`src/design/pending_request_queue_macros.svh`:
```
// Assertion helpers for the pending request queue.
`ifndef PENDING_REQUEST_QUEUE_MACROS_SVH
`define PENDING_REQUEST_QUEUE_MACROS_SVH
`ifndef SYNTH
// Same-cycle implication, sampled on clk, off during reset
`define PRQ_ASSERT_IMP(name, pre, post) \
  name: assert property (@(posedge clk) disable iff (!rst_n) (pre) |-> (post)) \
    else $error("pending_request_queue: same-cycle check failed");
// Next-cycle implication, sampled on clk, off during reset
`define PRQ_ASSERT_NXT(name, pre, post) \
  name: assert property (@(posedge clk) disable iff (!rst_n) (pre) |=> (post)) \
    else $error("pending_request_queue: next-cycle check failed");
`else
`define PRQ_ASSERT_IMP(name, pre, post)
`define PRQ_ASSERT_NXT(name, pre, post)
`endif
`endif

```
`src/design/prq_pkg.sv`:
```
package prq_pkg;

  localparam int QUEUE_DEPTH_DEF = 8;
  localparam int CONNECTIONS_DEF = 5;

  localparam logic [31:0] EXPIRY_RST = 32'd5000;
  localparam logic [31:0] IDLE_RST   = 32'd5000;

  // Register indexes
  localparam logic REG_EXPIRY = 1'b0;
  localparam logic REG_IDLE   = 1'b1;

  // Command kinds
  localparam logic [2:0] K_ENQUEUE = 3'd0;
  localparam logic [2:0] K_CLEANUP = 3'd1;
  localparam logic [2:0] K_DISPATCH = 3'd2;
  localparam logic [2:0] K_CONNECT = 3'd3;
  localparam logic [2:0] K_CLOSE   = 3'd4;
  localparam logic [2:0] K_IDLECHK = 3'd5;

  // Result status codes
  localparam logic [3:0] ST_QUEUED  = 4'd0;
  localparam logic [3:0] ST_DUP     = 4'd1;
  localparam logic [3:0] ST_FULL    = 4'd2;
  localparam logic [3:0] ST_CLEANED = 4'd3;
  localparam logic [3:0] ST_SKIPPED = 4'd4;
  localparam logic [3:0] ST_ICON    = 4'd5;
  localparam logic [3:0] ST_PAGE    = 4'd6;
  localparam logic [3:0] ST_IDLE    = 4'd7;
  localparam logic [3:0] ST_DONE    = 4'd8;

  typedef struct packed {
    logic [2:0]  conn;
    logic        fav;
    logic [31:0] stamp;
  } entry_t;

  typedef struct packed {
    logic shift;
    logic load;
  } cell_ctrl_t;

  typedef enum logic [2:0] {
    S_WAIT,
    S_EXEC,
    S_CLEAN,
    S_DISP,
    S_SCAN,
    S_IDLEOUT
  } state_t;

endpackage

```
`src/design/prq_cell.sv`:
```
module prq_cell
  import prq_pkg::*;
(
  input  logic       clk,
  input  cell_ctrl_t ctrl,
  input  entry_t     nb,
  input  entry_t     wr_data,
  input  logic [2:0] probe,
  output entry_t     q,
  output logic       hit
);

  entry_t q_r;

  // Load a new entry, else take the right neighbor's entry, else hold
  always_ff @(posedge clk) begin
    if (ctrl.load) begin
      q_r <= wr_data;
    end else if (ctrl.shift) begin
      q_r <= nb;
    end
  end

  assign q   = q_r;
  assign hit = (q_r.conn == probe);

endmodule

```
`src/design/pending_request_queue.sv`:
```
// Pending request queue: a row of QUEUE_DEPTH entry cells that shift toward
// the head, beside a table of CONNECTIONS closed flags and activity stamps.
// One command is taken at a time; the next is accepted when it is done:
// - Enqueue, connect, close and unused kinds give a single result.
// - Cleanup rotates the queue once through the head cell, one entry a
//   cycle, and then gives a single result.
// - Dispatch pops the queue, one result a cycle while the result output
//   is not stalled, and gives a single result on an empty queue.
// - Idle check checks the table one entry a cycle and then walks it up to
//   the highest connection it closes, one entry a cycle while the result
//   output is not stalled.
// A stalled result output holds up any command that has a result to give.
// Registers: 0x0 request_expiry, 0x4 idle_limit, both reset to 5000.
`include "pending_request_queue_macros.svh"
module pending_request_queue
  import prq_pkg::*;
#(
  parameter int QUEUE_DEPTH = QUEUE_DEPTH_DEF,
  parameter int CONNECTIONS = CONNECTIONS_DEF
) (
  input  logic        clk,
  input  logic        rst_n,
  input  logic        in_tvalid,
  output logic        in_tready,
  input  logic [39:0] in_tdata,   // conn[2:0], now[34:3], zero pad
  input  logic [3:0]  in_tuser,   // kind[2:0], favicon[3]
  output logic        out_tvalid,
  input  logic        out_tready,
  output logic [7:0]  out_tdata,  // conn_out[2:0], count[6:3], zero pad
  output logic [4:0]  out_tuser,  // status[3:0], favicon_out[4]
  output logic        out_tlast,
  input  logic        cfg_psel,
  input  logic        cfg_penable,
  input  logic        cfg_pwrite,
  input  logic [2:0]  cfg_paddr,
  input  logic [31:0] cfg_pwdata,
  output logic [31:0] cfg_prdata,
  output logic        cfg_pready
);

  localparam int CW  = $clog2(QUEUE_DEPTH + 1);
  localparam int CIW = (CONNECTIONS > 1) ? $clog2(CONNECTIONS) : 1;

  // Configuration
  logic [31:0] expiry_r, idle_lim_r;
  always_ff @(posedge clk) begin
    if (!rst_n) begin
      expiry_r   <= EXPIRY_RST;
      idle_lim_r <= IDLE_RST;
    end else if (cfg_psel && cfg_penable && cfg_pwrite) begin
      if (cfg_paddr[2] == REG_EXPIRY) begin
        expiry_r <= cfg_pwdata;
      end else begin
        idle_lim_r <= cfg_pwdata;
      end
    end
  end
  assign cfg_prdata = (cfg_paddr[2] == REG_IDLE) ? idle_lim_r : expiry_r;
  assign cfg_pready = 1'b1;

  // Command and control registers
  state_t           state_r, state_nxt;
  logic [2:0]       kind_r, conn_r;
  logic             fav_r;
  logic [31:0]      now_r;
  logic [CW-1:0]    cnt_r, cnt_nxt, step_r, step_nxt, rem_r, rem_nxt;
  logic [CIW-1:0]   idx_r, idx_nxt;
  logic [CONNECTIONS-1:0] mask_r, mask_nxt;

  // Connection table
  logic [CONNECTIONS-1:0] closed_r;
  logic [31:0]            act_r [CONNECTIONS];
  logic                   tbl_open, tbl_close;
  logic [CIW-1:0]         tbl_idx;

  // Output register
  logic       ov_r;
  logic [3:0] o_st_r, o_cnt_r;
  logic [2:0] o_conn_r;
  logic       o_fav_r, o_last_r;
  logic       emit, out_free;
  logic [3:0] e_st, e_cnt;
  logic [2:0] e_conn;
  logic       e_fav, e_last;

  // Cell row
  entry_t               q [QUEUE_DEPTH];
  logic [QUEUE_DEPTH-1:0] hit, hit_v;
  cell_ctrl_t           ctrl [QUEUE_DEPTH];
  logic                 shift_all, wr_en;
  logic [CW-1:0]        wr_pos;
  entry_t               wr_data;

  for (genvar g = 0; g < QUEUE_DEPTH; g++) begin : g_cell
    entry_t nb;
    if (g == QUEUE_DEPTH - 1) begin : g_tail
      assign nb = '0;
    end else begin : g_mid
      assign nb = q[g+1];
    end
    assign ctrl[g].shift = shift_all;
    assign ctrl[g].load  = wr_en && (wr_pos == CW'(g));
    assign hit_v[g]      = hit[g] && (CW'(g) < cnt_r);
    prq_cell u_cell (
      .clk     (clk),
      .ctrl    (ctrl[g]),
      .nb      (nb),
      .wr_data (wr_data),
      .probe   (conn_r),
      .q       (q[g]),
      .hit     (hit[g])
    );
  end

  assign in_tready = (state_r == S_WAIT);
  assign out_free  = !ov_r || out_tready;

  logic conn_ok, head_ok, head_closed, head_old, scan_quiet;
  logic [CW-1:0] cnt_dec;
  logic [CONNECTIONS-1:0] mask_clr;

  always_comb begin
    conn_ok     = ({1'b0, conn_r} < 4'(CONNECTIONS));
    head_ok     = ({1'b0, q[0].conn} < 4'(CONNECTIONS));
    head_closed = head_ok ? closed_r[q[0].conn[CIW-1:0]] : 1'b1;
    head_old    = (now_r - q[0].stamp) > expiry_r;
    scan_quiet  = !closed_r[idx_r] && ((now_r - act_r[idx_r]) > idle_lim_r);
    cnt_dec     = cnt_r - CW'(1);
    mask_clr    = mask_r & ~(CONNECTIONS'(1) << idx_r);

    state_nxt = state_r;
    cnt_nxt   = cnt_r;
    step_nxt  = step_r;
    rem_nxt   = rem_r;
    idx_nxt   = idx_r;
    mask_nxt  = mask_r;
    tbl_open  = 1'b0;
    tbl_close = 1'b0;
    tbl_idx   = conn_r[CIW-1:0];
    shift_all = 1'b0;
    wr_en     = 1'b0;
    wr_pos    = cnt_r;
    wr_data   = '{conn: conn_r, fav: fav_r, stamp: now_r};
    emit      = 1'b0;
    e_st      = ST_DONE;
    e_conn    = conn_r;
    e_fav     = 1'b0;
    e_cnt     = 4'(cnt_r);
    e_last    = 1'b1;

    case (state_r)
      S_WAIT: begin
        if (in_tvalid) state_nxt = S_EXEC;
      end
      S_EXEC: begin
        case (kind_r)
          K_CLEANUP: begin
            step_nxt  = cnt_r;
            rem_nxt   = '0;
            state_nxt = S_CLEAN;
          end
          K_DISPATCH: begin
            if (cnt_r != '0) begin
              state_nxt = S_DISP;
            end else if (out_free) begin
              emit      = 1'b1;
              e_conn    = 3'd0;
              state_nxt = S_WAIT;
            end
          end
          K_IDLECHK: begin
            idx_nxt   = '0;
            mask_nxt  = '0;
            state_nxt = S_SCAN;
          end
          default: begin
            if (out_free) begin
              emit      = 1'b1;
              state_nxt = S_WAIT;
              if (conn_ok && kind_r == K_ENQUEUE) begin
                tbl_open = 1'b1;
                e_fav    = 1'b0;
                if (hit_v != '0) begin
                  e_st = ST_DUP;
                end else if (cnt_r >= CW'(QUEUE_DEPTH)) begin
                  e_st = ST_FULL;
                end else begin
                  wr_en   = 1'b1;
                  cnt_nxt = cnt_r + CW'(1);
                  e_st    = ST_QUEUED;
                  e_fav   = fav_r;
                  e_cnt   = 4'(cnt_r + CW'(1));
                end
              end else if (conn_ok && kind_r == K_CONNECT) begin
                tbl_open = 1'b1;
              end else if (conn_ok && kind_r == K_CLOSE) begin
                tbl_close = 1'b1;
              end
            end
          end
        endcase
      end
      S_CLEAN: begin
        // Rotate the head through the tail, dropping stale or closed entries
        if (step_r == '0) begin
          if (out_free) begin
            emit      = 1'b1;
            e_st      = ST_CLEANED;
            e_conn    = 3'd0;
            e_cnt     = 4'(rem_r);
            state_nxt = S_WAIT;
          end
        end else begin
          shift_all = 1'b1;
          step_nxt  = step_r - CW'(1);
          wr_data   = q[0];
          wr_pos    = cnt_dec;
          if (head_closed || head_old) begin
            cnt_nxt = cnt_dec;
            rem_nxt = rem_r + CW'(1);
          end else begin
            wr_en = 1'b1;
          end
        end
      end
      S_DISP: begin
        // Pop the head, one result a beat
        if (out_free) begin
          shift_all = 1'b1;
          cnt_nxt   = cnt_dec;
          emit      = 1'b1;
          e_conn    = q[0].conn;
          e_fav     = q[0].fav;
          e_cnt     = 4'(cnt_dec);
          e_last    = (cnt_dec == '0);
          if (head_closed) begin
            e_st = ST_SKIPPED;
          end else begin
            e_st      = q[0].fav ? ST_ICON : ST_PAGE;
            tbl_close = 1'b1;
            tbl_idx   = q[0].conn[CIW-1:0];
          end
          if (cnt_dec == '0) state_nxt = S_WAIT;
        end
      end
      S_SCAN: begin
        // Mark quiet open connections, one per cycle
        mask_nxt[idx_r] = scan_quiet;
        if (idx_r == CIW'(CONNECTIONS - 1)) begin
          idx_nxt   = '0;
          state_nxt = S_IDLEOUT;
        end else begin
          idx_nxt = idx_r + CIW'(1);
        end
      end
      S_IDLEOUT: begin
        if (mask_r == '0) begin
          if (out_free) begin
            emit      = 1'b1;
            e_conn    = 3'd0;
            state_nxt = S_WAIT;
          end
        end else if (mask_r[idx_r]) begin
          if (out_free) begin
            emit      = 1'b1;
            e_st      = ST_IDLE;
            e_conn    = 3'(idx_r);
            e_last    = (mask_clr == '0);
            tbl_close = 1'b1;
            tbl_idx   = idx_r;
            mask_nxt  = mask_clr;
            idx_nxt   = idx_r + CIW'(1);
            if (mask_clr == '0) state_nxt = S_WAIT;
          end
        end else begin
          idx_nxt = idx_r + CIW'(1);
        end
      end
      default: state_nxt = S_WAIT;
    endcase
  end

  // Control registers
  always_ff @(posedge clk) begin
    if (!rst_n) begin
      state_r <= S_WAIT;
      cnt_r   <= '0;
      step_r  <= '0;
      rem_r   <= '0;
      idx_r   <= '0;
      mask_r  <= '0;
    end else begin
      state_r <= state_nxt;
      cnt_r   <= cnt_nxt;
      step_r  <= step_nxt;
      rem_r   <= rem_nxt;
      idx_r   <= idx_nxt;
      mask_r  <= mask_nxt;
    end
  end

  // Latch the command beat
  always_ff @(posedge clk) begin
    if (in_tvalid && in_tready) begin
      kind_r <= in_tuser[2:0];
      fav_r  <= in_tuser[3];
      conn_r <= in_tdata[2:0];
      now_r  <= in_tdata[34:3];
    end
  end

  // Connection table updates
  always_ff @(posedge clk) begin
    if (!rst_n) begin
      closed_r <= '0;
      for (int i = 0; i < CONNECTIONS; i++) act_r[i] <= '0;
    end else if (tbl_open) begin
      closed_r[tbl_idx] <= 1'b0;
      act_r[tbl_idx]    <= now_r;
    end else if (tbl_close) begin
      closed_r[tbl_idx] <= 1'b1;
    end
  end

  // Result register
  always_ff @(posedge clk) begin
    if (!rst_n) begin
      ov_r <= 1'b0;
    end else if (emit) begin
      ov_r <= 1'b1;
    end else if (out_tready) begin
      ov_r <= 1'b0;
    end
  end
  always_ff @(posedge clk) begin
    if (emit) begin
      o_st_r   <= e_st;
      o_conn_r <= e_conn;
      o_fav_r  <= e_fav;
      o_cnt_r  <= e_cnt;
      o_last_r <= e_last;
    end
  end

  assign out_tvalid = ov_r;
  assign out_tdata  = {1'b0, o_cnt_r, o_conn_r};
  assign out_tuser  = {o_fav_r, o_st_r};
  assign out_tlast  = o_last_r;

  `PRQ_ASSERT_IMP(a_cnt_bound, 1'b1, cnt_r <= CW'(QUEUE_DEPTH))
  `PRQ_ASSERT_NXT(a_one_cmd, in_tvalid && in_tready, !in_tready)
  `PRQ_ASSERT_IMP(a_clean_conn, ov_r && o_st_r == ST_CLEANED, o_conn_r == 3'd0)

endmodule

```
`config.mk`:
```
export PLATFORM = sky130hd
export DESIGN_NAME = pending_request_queue
export DESIGN_NICKNAME = d
export VERILOG_FILES = /design/src/design/prq_pkg.sv /design/src/design/prq_cell.sv /design/src/design/pending_request_queue.sv
export VERILOG_INCLUDE_DIRS = /design/src /design/src/design
export SDC_FILE = /design/constraint.sdc
export NUM_CORES = 1
export LEC_CHECK = 0
export ABC_CLOCK_PERIOD_IN_PS = 9600
export BUFFER_PORTS_ARGS = -buffer_cell sky130_fd_sc_hd__buf_2
export CELL_PAD_IN_SITES_DETAIL_PLACEMENT = 0
export CELL_PAD_IN_SITES_GLOBAL_PLACEMENT = 2
export CORE_ASPECT_RATIO = 1.1
export CORE_MARGIN = 2
export CORE_UTILIZATION = 47
export CTS_CLUSTER_DIAMETER = 80
export CTS_CLUSTER_SIZE = 24
export DETAILED_ROUTE_END_ITERATION = 12
export PLACE_DENSITY_LB_ADDON = 0.2
export SLEW_MARGIN = 20
export SYNTH_ARGS = -nofsm -noshare
export SYNTH_HDL_FRONTEND = slang
export SYNTH_SLANG_ARGS = --single-unit
export TNS_END_PERCENT = 10
```
`constraint.sdc`:
```
create_clock -name clk -period 9.6 [get_ports clk]
set_input_delay 1.92 -clock clk [delete_from_list [all_inputs] [get_ports clk]]
set_output_delay 1.92 -clock clk [all_outputs]
set_load 0.005 [all_outputs]
```
## After elaboration in Yosys (flattened, before gate mapping)

Memories as Yosys holds them, arrays and structs flattened. A register that Yosys moved wholly into a read port is not among the register bits.
Cells that the tools add are included.

| word-level totals | value |
|---|---|
| register bits after elaboration | 433 |
| memories | 1 |
| RAM bits | 160 |
| output and inout bits | 49 |
| input port bits | 86 |
| logic and storage cells | 339 |

Memories:

| memory | depth | bits a word | rd ports | clocked after memory_dff | write ports | RTL line | source |
|---|---|---|---|---|---|---|---|
| act_r | 5 | 32 | 1 | 1 | 5 | pending_request_queue.sv:72 | `logic [31:0] act_r [CONNECTIONS];` |

| operators by class | value |
|---|---|
| shift-type cells | 1 |
| reductions and logical operators | 62 |
| muxes and demuxes | 159 |
| add/subtract/negate cells | 7 |
| order comparisons | 18 |
| equal/unequal tests | 42 |
| bitwise gates (word level) | 6 |

Operators by type and width:

| kind | count |
|---|---|
| $mux W36 | 18 |
| $mux W4 | 26 |
| $mux W3 | 30 |
| $gt A32 B32 Y1 | 2 |
| $mux W32 | 2 |
| $sub A32 B32 Y32 | 2 |
| $mux W1 | 49 |
| $reduce_or A32 Y1 | 1 |
| $mux W5 | 6 |
| $logic_and A1 B1 Y1 | 25 |
| $eq A3 B3 Y1 | 8 |
| $ne A2 B2 Y1 const B | 12 |
| $pmux W4 S3 | 2 |
| $reduce_bool A2 Y1 | 11 |
| $pmux W3 S3 | 2 |
| $pmux W3 S6 | 1 |
| $eq A4 B3 Y1 const B | 4 |
| $lt A3 B4 Y1 const A | 4 |
| $pmux W4 S2 | 2 |
| $pmux W4 S4 | 1 |
| $eq A3 B3 Y1 const B | 5 |
| $pmux W5 S3 | 1 |
| $eq A3 B2 Y1 const B | 4 |
| $logic_not A4 Y1 | 3 |
| 41 further kinds | 74 |

## Depth between registers and ports, before layout

| depth | value |
|---|---|
| depth after elaboration | 13 |
| gate-level depth with buffers | 24 |
| gate-level depth less buffers | 23 |

## Cells and area by module

Synthesis repeated with hierarchy kept, for this count alone.

| unflattened totals | value |
|---|---|
| cell total of the unflattened synthesis | 2782 |
| area, all modules | 36513.8 µm² |

Modules (own cells, without submodules):

| module | sequential area each (µm²) | cells each | instances | area each (µm²) |
|---|---|---|---|---|
| pending_request_queue | 11170.7 | 2134 | 1 | 22880.7 |
| prq_cell | 1081.0 | 81 | 8 | 1704.1 |

## Worst setup path after synthesis

OpenSTA, ideal clock, no wires.

| timing | value |
|---|---|
| path kind | register to register |
| from | reg now_r[0] |
| to | reg g_cell[7].u_cell.q_r, in the netlist g_cell[7].u_cell.q[0] (enable) |
| required time | 9.206 ns |
| path buffers | 1 |
| clock period less this slack | 6.404 ns |
| setup time | 0.394 ns |
| cell stages (with the launch flop) | 25 |
| arrival | 6.010 ns |
| setup slack | 3.196 ns |
| cells stage by stage | edfxtp_1 inv_1 ha_1 inv_1 fa_1 a21o_1 a21oi_1 o21ai_0 a22oi_1 o31ai_1 a211oi_1 o21bai_1 a21oi_1 xnor2_1 ha_1 nand4_1 or4_1 or3_1 nor2b_1 a22oi_2 nand3_2 o21ai_0 nand4_1 clkbuf_1 nand2_1 |

| on the way | value |
|---|---|
| cells in the longest elaborated chain, start to end | 8 |

RTL lines:

| item | RTL line | source |
|---|---|---|
| start: declaration | pending_request_queue.sv:65 | `logic [31:0] now_r;` |
| start signal: assignment | pending_request_queue.sv:308 | `now_r <= in_tdata[34:3];` |
| $sub A32 B32 Y32 | pending_request_queue.sv:126 | `head_old = (now_r - q[0].stamp) > expiry_r;` |
| $gt A32 B32 Y1 | pending_request_queue.sv:126 |  |
| $logic_or A1 B1 Y1 | pending_request_queue.sv:218 | `if (head_closed \|\| head_old) begin` |
| $mux W1 | pending_request_queue.sv:218 |  |
| $mux W1 | pending_request_queue.sv:205 | `if (step_r == '0) begin` |
| $pmux W1 S2 | pending_request_queue.sv:151 | `case (state_r)` |
| $logic_and A1 B1 Y1 | pending_request_queue.sv:102 | `assign ctrl[g].load = wr_en && (wr_pos == CW'(g));` |
| $reduce_bool A2 Y1 (no source line) | -- |  |
| end signal: assignment | prq_cell.sv:18 | `q_r <= wr_data;` |
| end signal: assignment | prq_cell.sv:20 | `q_r <= nb;` |
| end: declaration | prq_cell.sv:13 | `entry_t q_r;` |

No other way between the ends.
A chain may end at the register's enable or synchronous reset.

## Final worst setup path

| timing | value |
|---|---|
| from | reg now_r[0] |
| to | reg g_cell[6].u_cell.q_r, in the netlist g_cell[6].u_cell.q[20] (enable) |

| on the way | value |
|---|---|
| cells in the longest elaborated chain, start to end | 8 |

RTL lines:

| item | RTL line |
|---|---|
| $sub A32 B32 Y32 | pending_request_queue.sv:126 |
| $gt A32 B32 Y1 | pending_request_queue.sv:126 |
| $logic_or A1 B1 Y1 | pending_request_queue.sv:218 |
| $mux W1 | pending_request_queue.sv:218 |
| $mux W1 | pending_request_queue.sv:205 |
| $pmux W1 S2 | pending_request_queue.sv:151 |
| $logic_and A1 B1 Y1 | pending_request_queue.sv:102 |
| $reduce_bool A2 Y1 (no source line) | -- |
| end signal: assignment | prq_cell.sv:18 |
| end signal: assignment | prq_cell.sv:20 |
| end: declaration | prq_cell.sv:13 |

No other way between the ends.

==> flow_summary.yaml <==
placed_design:
  place_hpwl_mm: 63.5
  gp_congestion: 0.871
  place_ws_ns: 1.52
  io_buffers: 125
power_and_ir_drop:
  pwr-share-seq: 0.557
  combPwrFrac: 0.133
  intPower_mw: 4.55
  p_sw_frac: 0.266
  total_power_mw: 6.20
  vdd.ir_drop.worst_uv: 151
  pwr-share-clk: 0.310
  switching_power_mw: 1.65
  p_per_area_nw_per_um2: 161
  p_leak_nw: 14.4
grt:
  grt_overflow: 0
  grt_pass1_wl_mm: 142
  grt_pass1_vias: 23300
  grtUsageTotal: 0.245
  antenna_found_initial: 2
  grt_max_degree: 83
route:
  drcViolationCount: 0
  avgViaCountPerCell: 5.74
  wl_per_cell_um: 23.4
  via_count: 23200
  drtPass1Iterations: 5
  drt.antenna.violating_nets: 0
  wirelength_mm: 94.7
  drtIter0Drc: 1886
clock_tree:
  htree_num_levels: 2
  cts_setup_buffers: 0
  cts_buffer_depth: 3
  cts_buffers: 40
  cts-root-buf: "clkbuf_16"
  tritoncts: "yes"
  cts.sinks: 692
  postCtsHoldBufs: 0
  clock_latency_ns: 0.60
  clk_pin_slew_worst_paths_ns: 0.09
  ctsResizeCount: 0
floorplan:
  coreArea_um2: 74500
  dieWidth_um: 265
  ios: 135
  start_util: 0.474
  die-area_um2: 77400
  placement_rows: 105
  dieHeight_um: 292
synthesis:
  synth_edf_count: 596
  async_reset_ff_frac: 0
  avgSynthCellArea_um2: 12.2
  ys_ff_latch: 692
  synth_ff_type: "edfxtp_1"
  synthCells: 2905
  syn_area_um2: 35300
  synth_cell_types: 90
  ys_warn_count: 0
  seq_area_frac_synth: 0.561
timing:
  setup_slack_ns: 1.55
  rsz0062_at_grt: "false"
  tightestPinTransition_ns: 1.04
  finalSetupTns_ns: 0
  finalCritPeriodShare: 0.838
  drv_slew: 0
  hold_viol: 0
  finClkSkew_ns: 0.0358
  setup_viol: 0
  period_minus_slack_ns: 8.05
  slew_headroom: 0.301
  max_freq_mhz: 124
critical_path:
  path_class: "register to register"
  cp.required_ns: 9.84
  critPathMaxFanout: 37
  crit_path_start_kind: "register"
  worst_setup_path_end_kind: "register"
  cp.arrival_ns: 8.28
final_layout:
  layout_commonest_cell: "edfxtp_1"
  syn2layout_area_growth_pct: 9.33
  most-common-layout-cells: "edfxtp_1, nand2_1, a21oi_1, nor2_1, ha_1"
  drive_gt1_frac: 0.161
  final_nets: 3289
min_path:
  min_path_type: "register to register"
flow_run:
  cap_violations: 0
run_status:
  status: "finished, final reports clean"
## stage by stage
stage                     cell area [um^2]   util  hold slack (ns)  instances
after floorplan                      35700      -            0.436       3001
after global placement               37300  0.501            0.442       3982
after detailed placement             37300  0.501            0.448       3982
after CTS                            38600  0.518            0.460       4048
after global routing                 38600  0.518            0.482       4050
final                                38600  0.518            0.463       4051
## cells by family after synthesis
family / Yosys count / share of synthesized area
buffers and inverters: 282 / 0.0334
and+or+nand+nor: 838 / 0.116
xor gates and xnor gates: 82 / 0.0203
DFF: 692 / 0.561
muxes: 324 / 0.124
AOI/OAI and AO/OA: 545 / 0.0948
adders and majority gates: 140 / 0.0500
other: 2 / 0.000213
## cell type report
type                       count  area (um^2)
clock inverter                21          235
multi-input combinational   2027        14800
timing repair buffer         174         1080
inverter                     128          480
clock buffer                  45         1040
tap                          963         1200
fill                        6461        35900
antenna                        1         2.50
sequential                   692        19800
## power groups by stage
| stage | clock, mW | combinational, mW | sequential (mW) |
|---|---|---|---|
| detailed placement | 0 | 0.821 | 3.52 |
| global route | 2.07 | 0.919 | 3.47 |
| CTS | 1.98 | 0.825 | 3.46 |
| floorplan | 0 | 0.570 | 3.48 |
| global placement | 0 | 0.808 | 3.52 |
| finish | 1.92 | 0.824 | 3.46 |
## worst max-delay path, cell delays in order (launching register included)
cell,delay (ns)
edfxtp_1,0.52
inv_1,0.25
ha_1,0.21
inv_1,0.05
fa_1,0.40
a21o_1,0.18
a21oi_1,0.26
o21ai_0,0.21
a22oi_1,0.41
o31ai_1,0.22
a211oi_1,0.58
o21bai_1,0.23
mux2i_1,0.16
a221oi_1,0.43
ha_1,0.20
nand4_1,0.13
or4_1,0.47
or3_1,0.35
nor2b_1,0.16
a22oi_2,0.25
nand4_1,0.36
nand2_1,0.21
nand3_2,0.08
buf_4,0.36
nand2_1,0.42
buf_4,0.53
## sequential cells by signal, indices dropped and copies added (netlist names), named ones only
name / flops
out_tvalid: 1
cnt_r: 4
conn_r: 3
act_r: 256
expiry_r: 32
o_cnt_r: 4
o_fav_r: 1
rem_r: 4
state_r: 3
out_tlast: 1
kind_r: 3
g_cell.u_cell.q: 288
mask_r: 5
idx_r: 3
o_st_r: 4
o_conn_r: 3
now_r: 32
fav_r: 1
step_r: 4
idle_lim_r: 32
## routing by layer
metal / up-vias / share of wire / track usage
met5: - / 0.00014 / 0
met4: 2 / 0.029 / 0.0674
met2: 634 / 0.48 / 0.411
met3: 107 / 0.057 / 0.0330
met1: 11600 / 0.44 / 0.333
li1: 10900 / - / -
## cell usage after synthesis, types with 11 or more instances
cell type | instances | area, um^2
nand4_1 | 25 | 156
o21a_1 | 12 | 90.1
buf_2 | 12 | 60.1
and2_1 | 106 | 663
mux2_2 | 121 | 1360
mux4_2 | 65 | 1460
nand2_1 | 277 | 1040
clkbuf_1 | 113 | 424
mux2i_1 | 74 | 741
inv_1 | 126 | 473
buf_6 | 12 | 135
a21oi_1 | 212 | 1060
nor2b_1 | 21 | 131
mux2_4 | 26 | 390
and3_1 | 74 | 463
edfxtp_1 | 596 | 17900
a21o_1 | 44 | 330
xnor2_1 | 58 | 508
o211ai_1 | 23 | 173
nor3_1 | 21 | 105
nand2b_1 | 26 | 163
o21ai_0 | 129 | 646
mux2_1 | 38 | 428
o31ai_1 | 11 | 82.6
nand3_1 | 37 | 185
dfxtp_1 | 96 | 1920
ha_1 | 138 | 1730
xor2_1 | 24 | 210
nor2_1 | 195 | 732
buf_1 | 11 | 41.3
## final timing paths
kind	startpoint	to	slack [ns]	depth (start not counted)
worst max-delay path	now_r[0]	g_cell[6].u_cell.q[20]	1.55	25
worst min-delay path	expiry_r[24]	expiry_r[24]	0.46	2
worst max register to register	now_r[0]	g_cell[6].u_cell.q[20]	1.55	25
worst min register to register	expiry_r[24]	expiry_r[24]	0.46	2
Power figures use the tool's default switching activity.
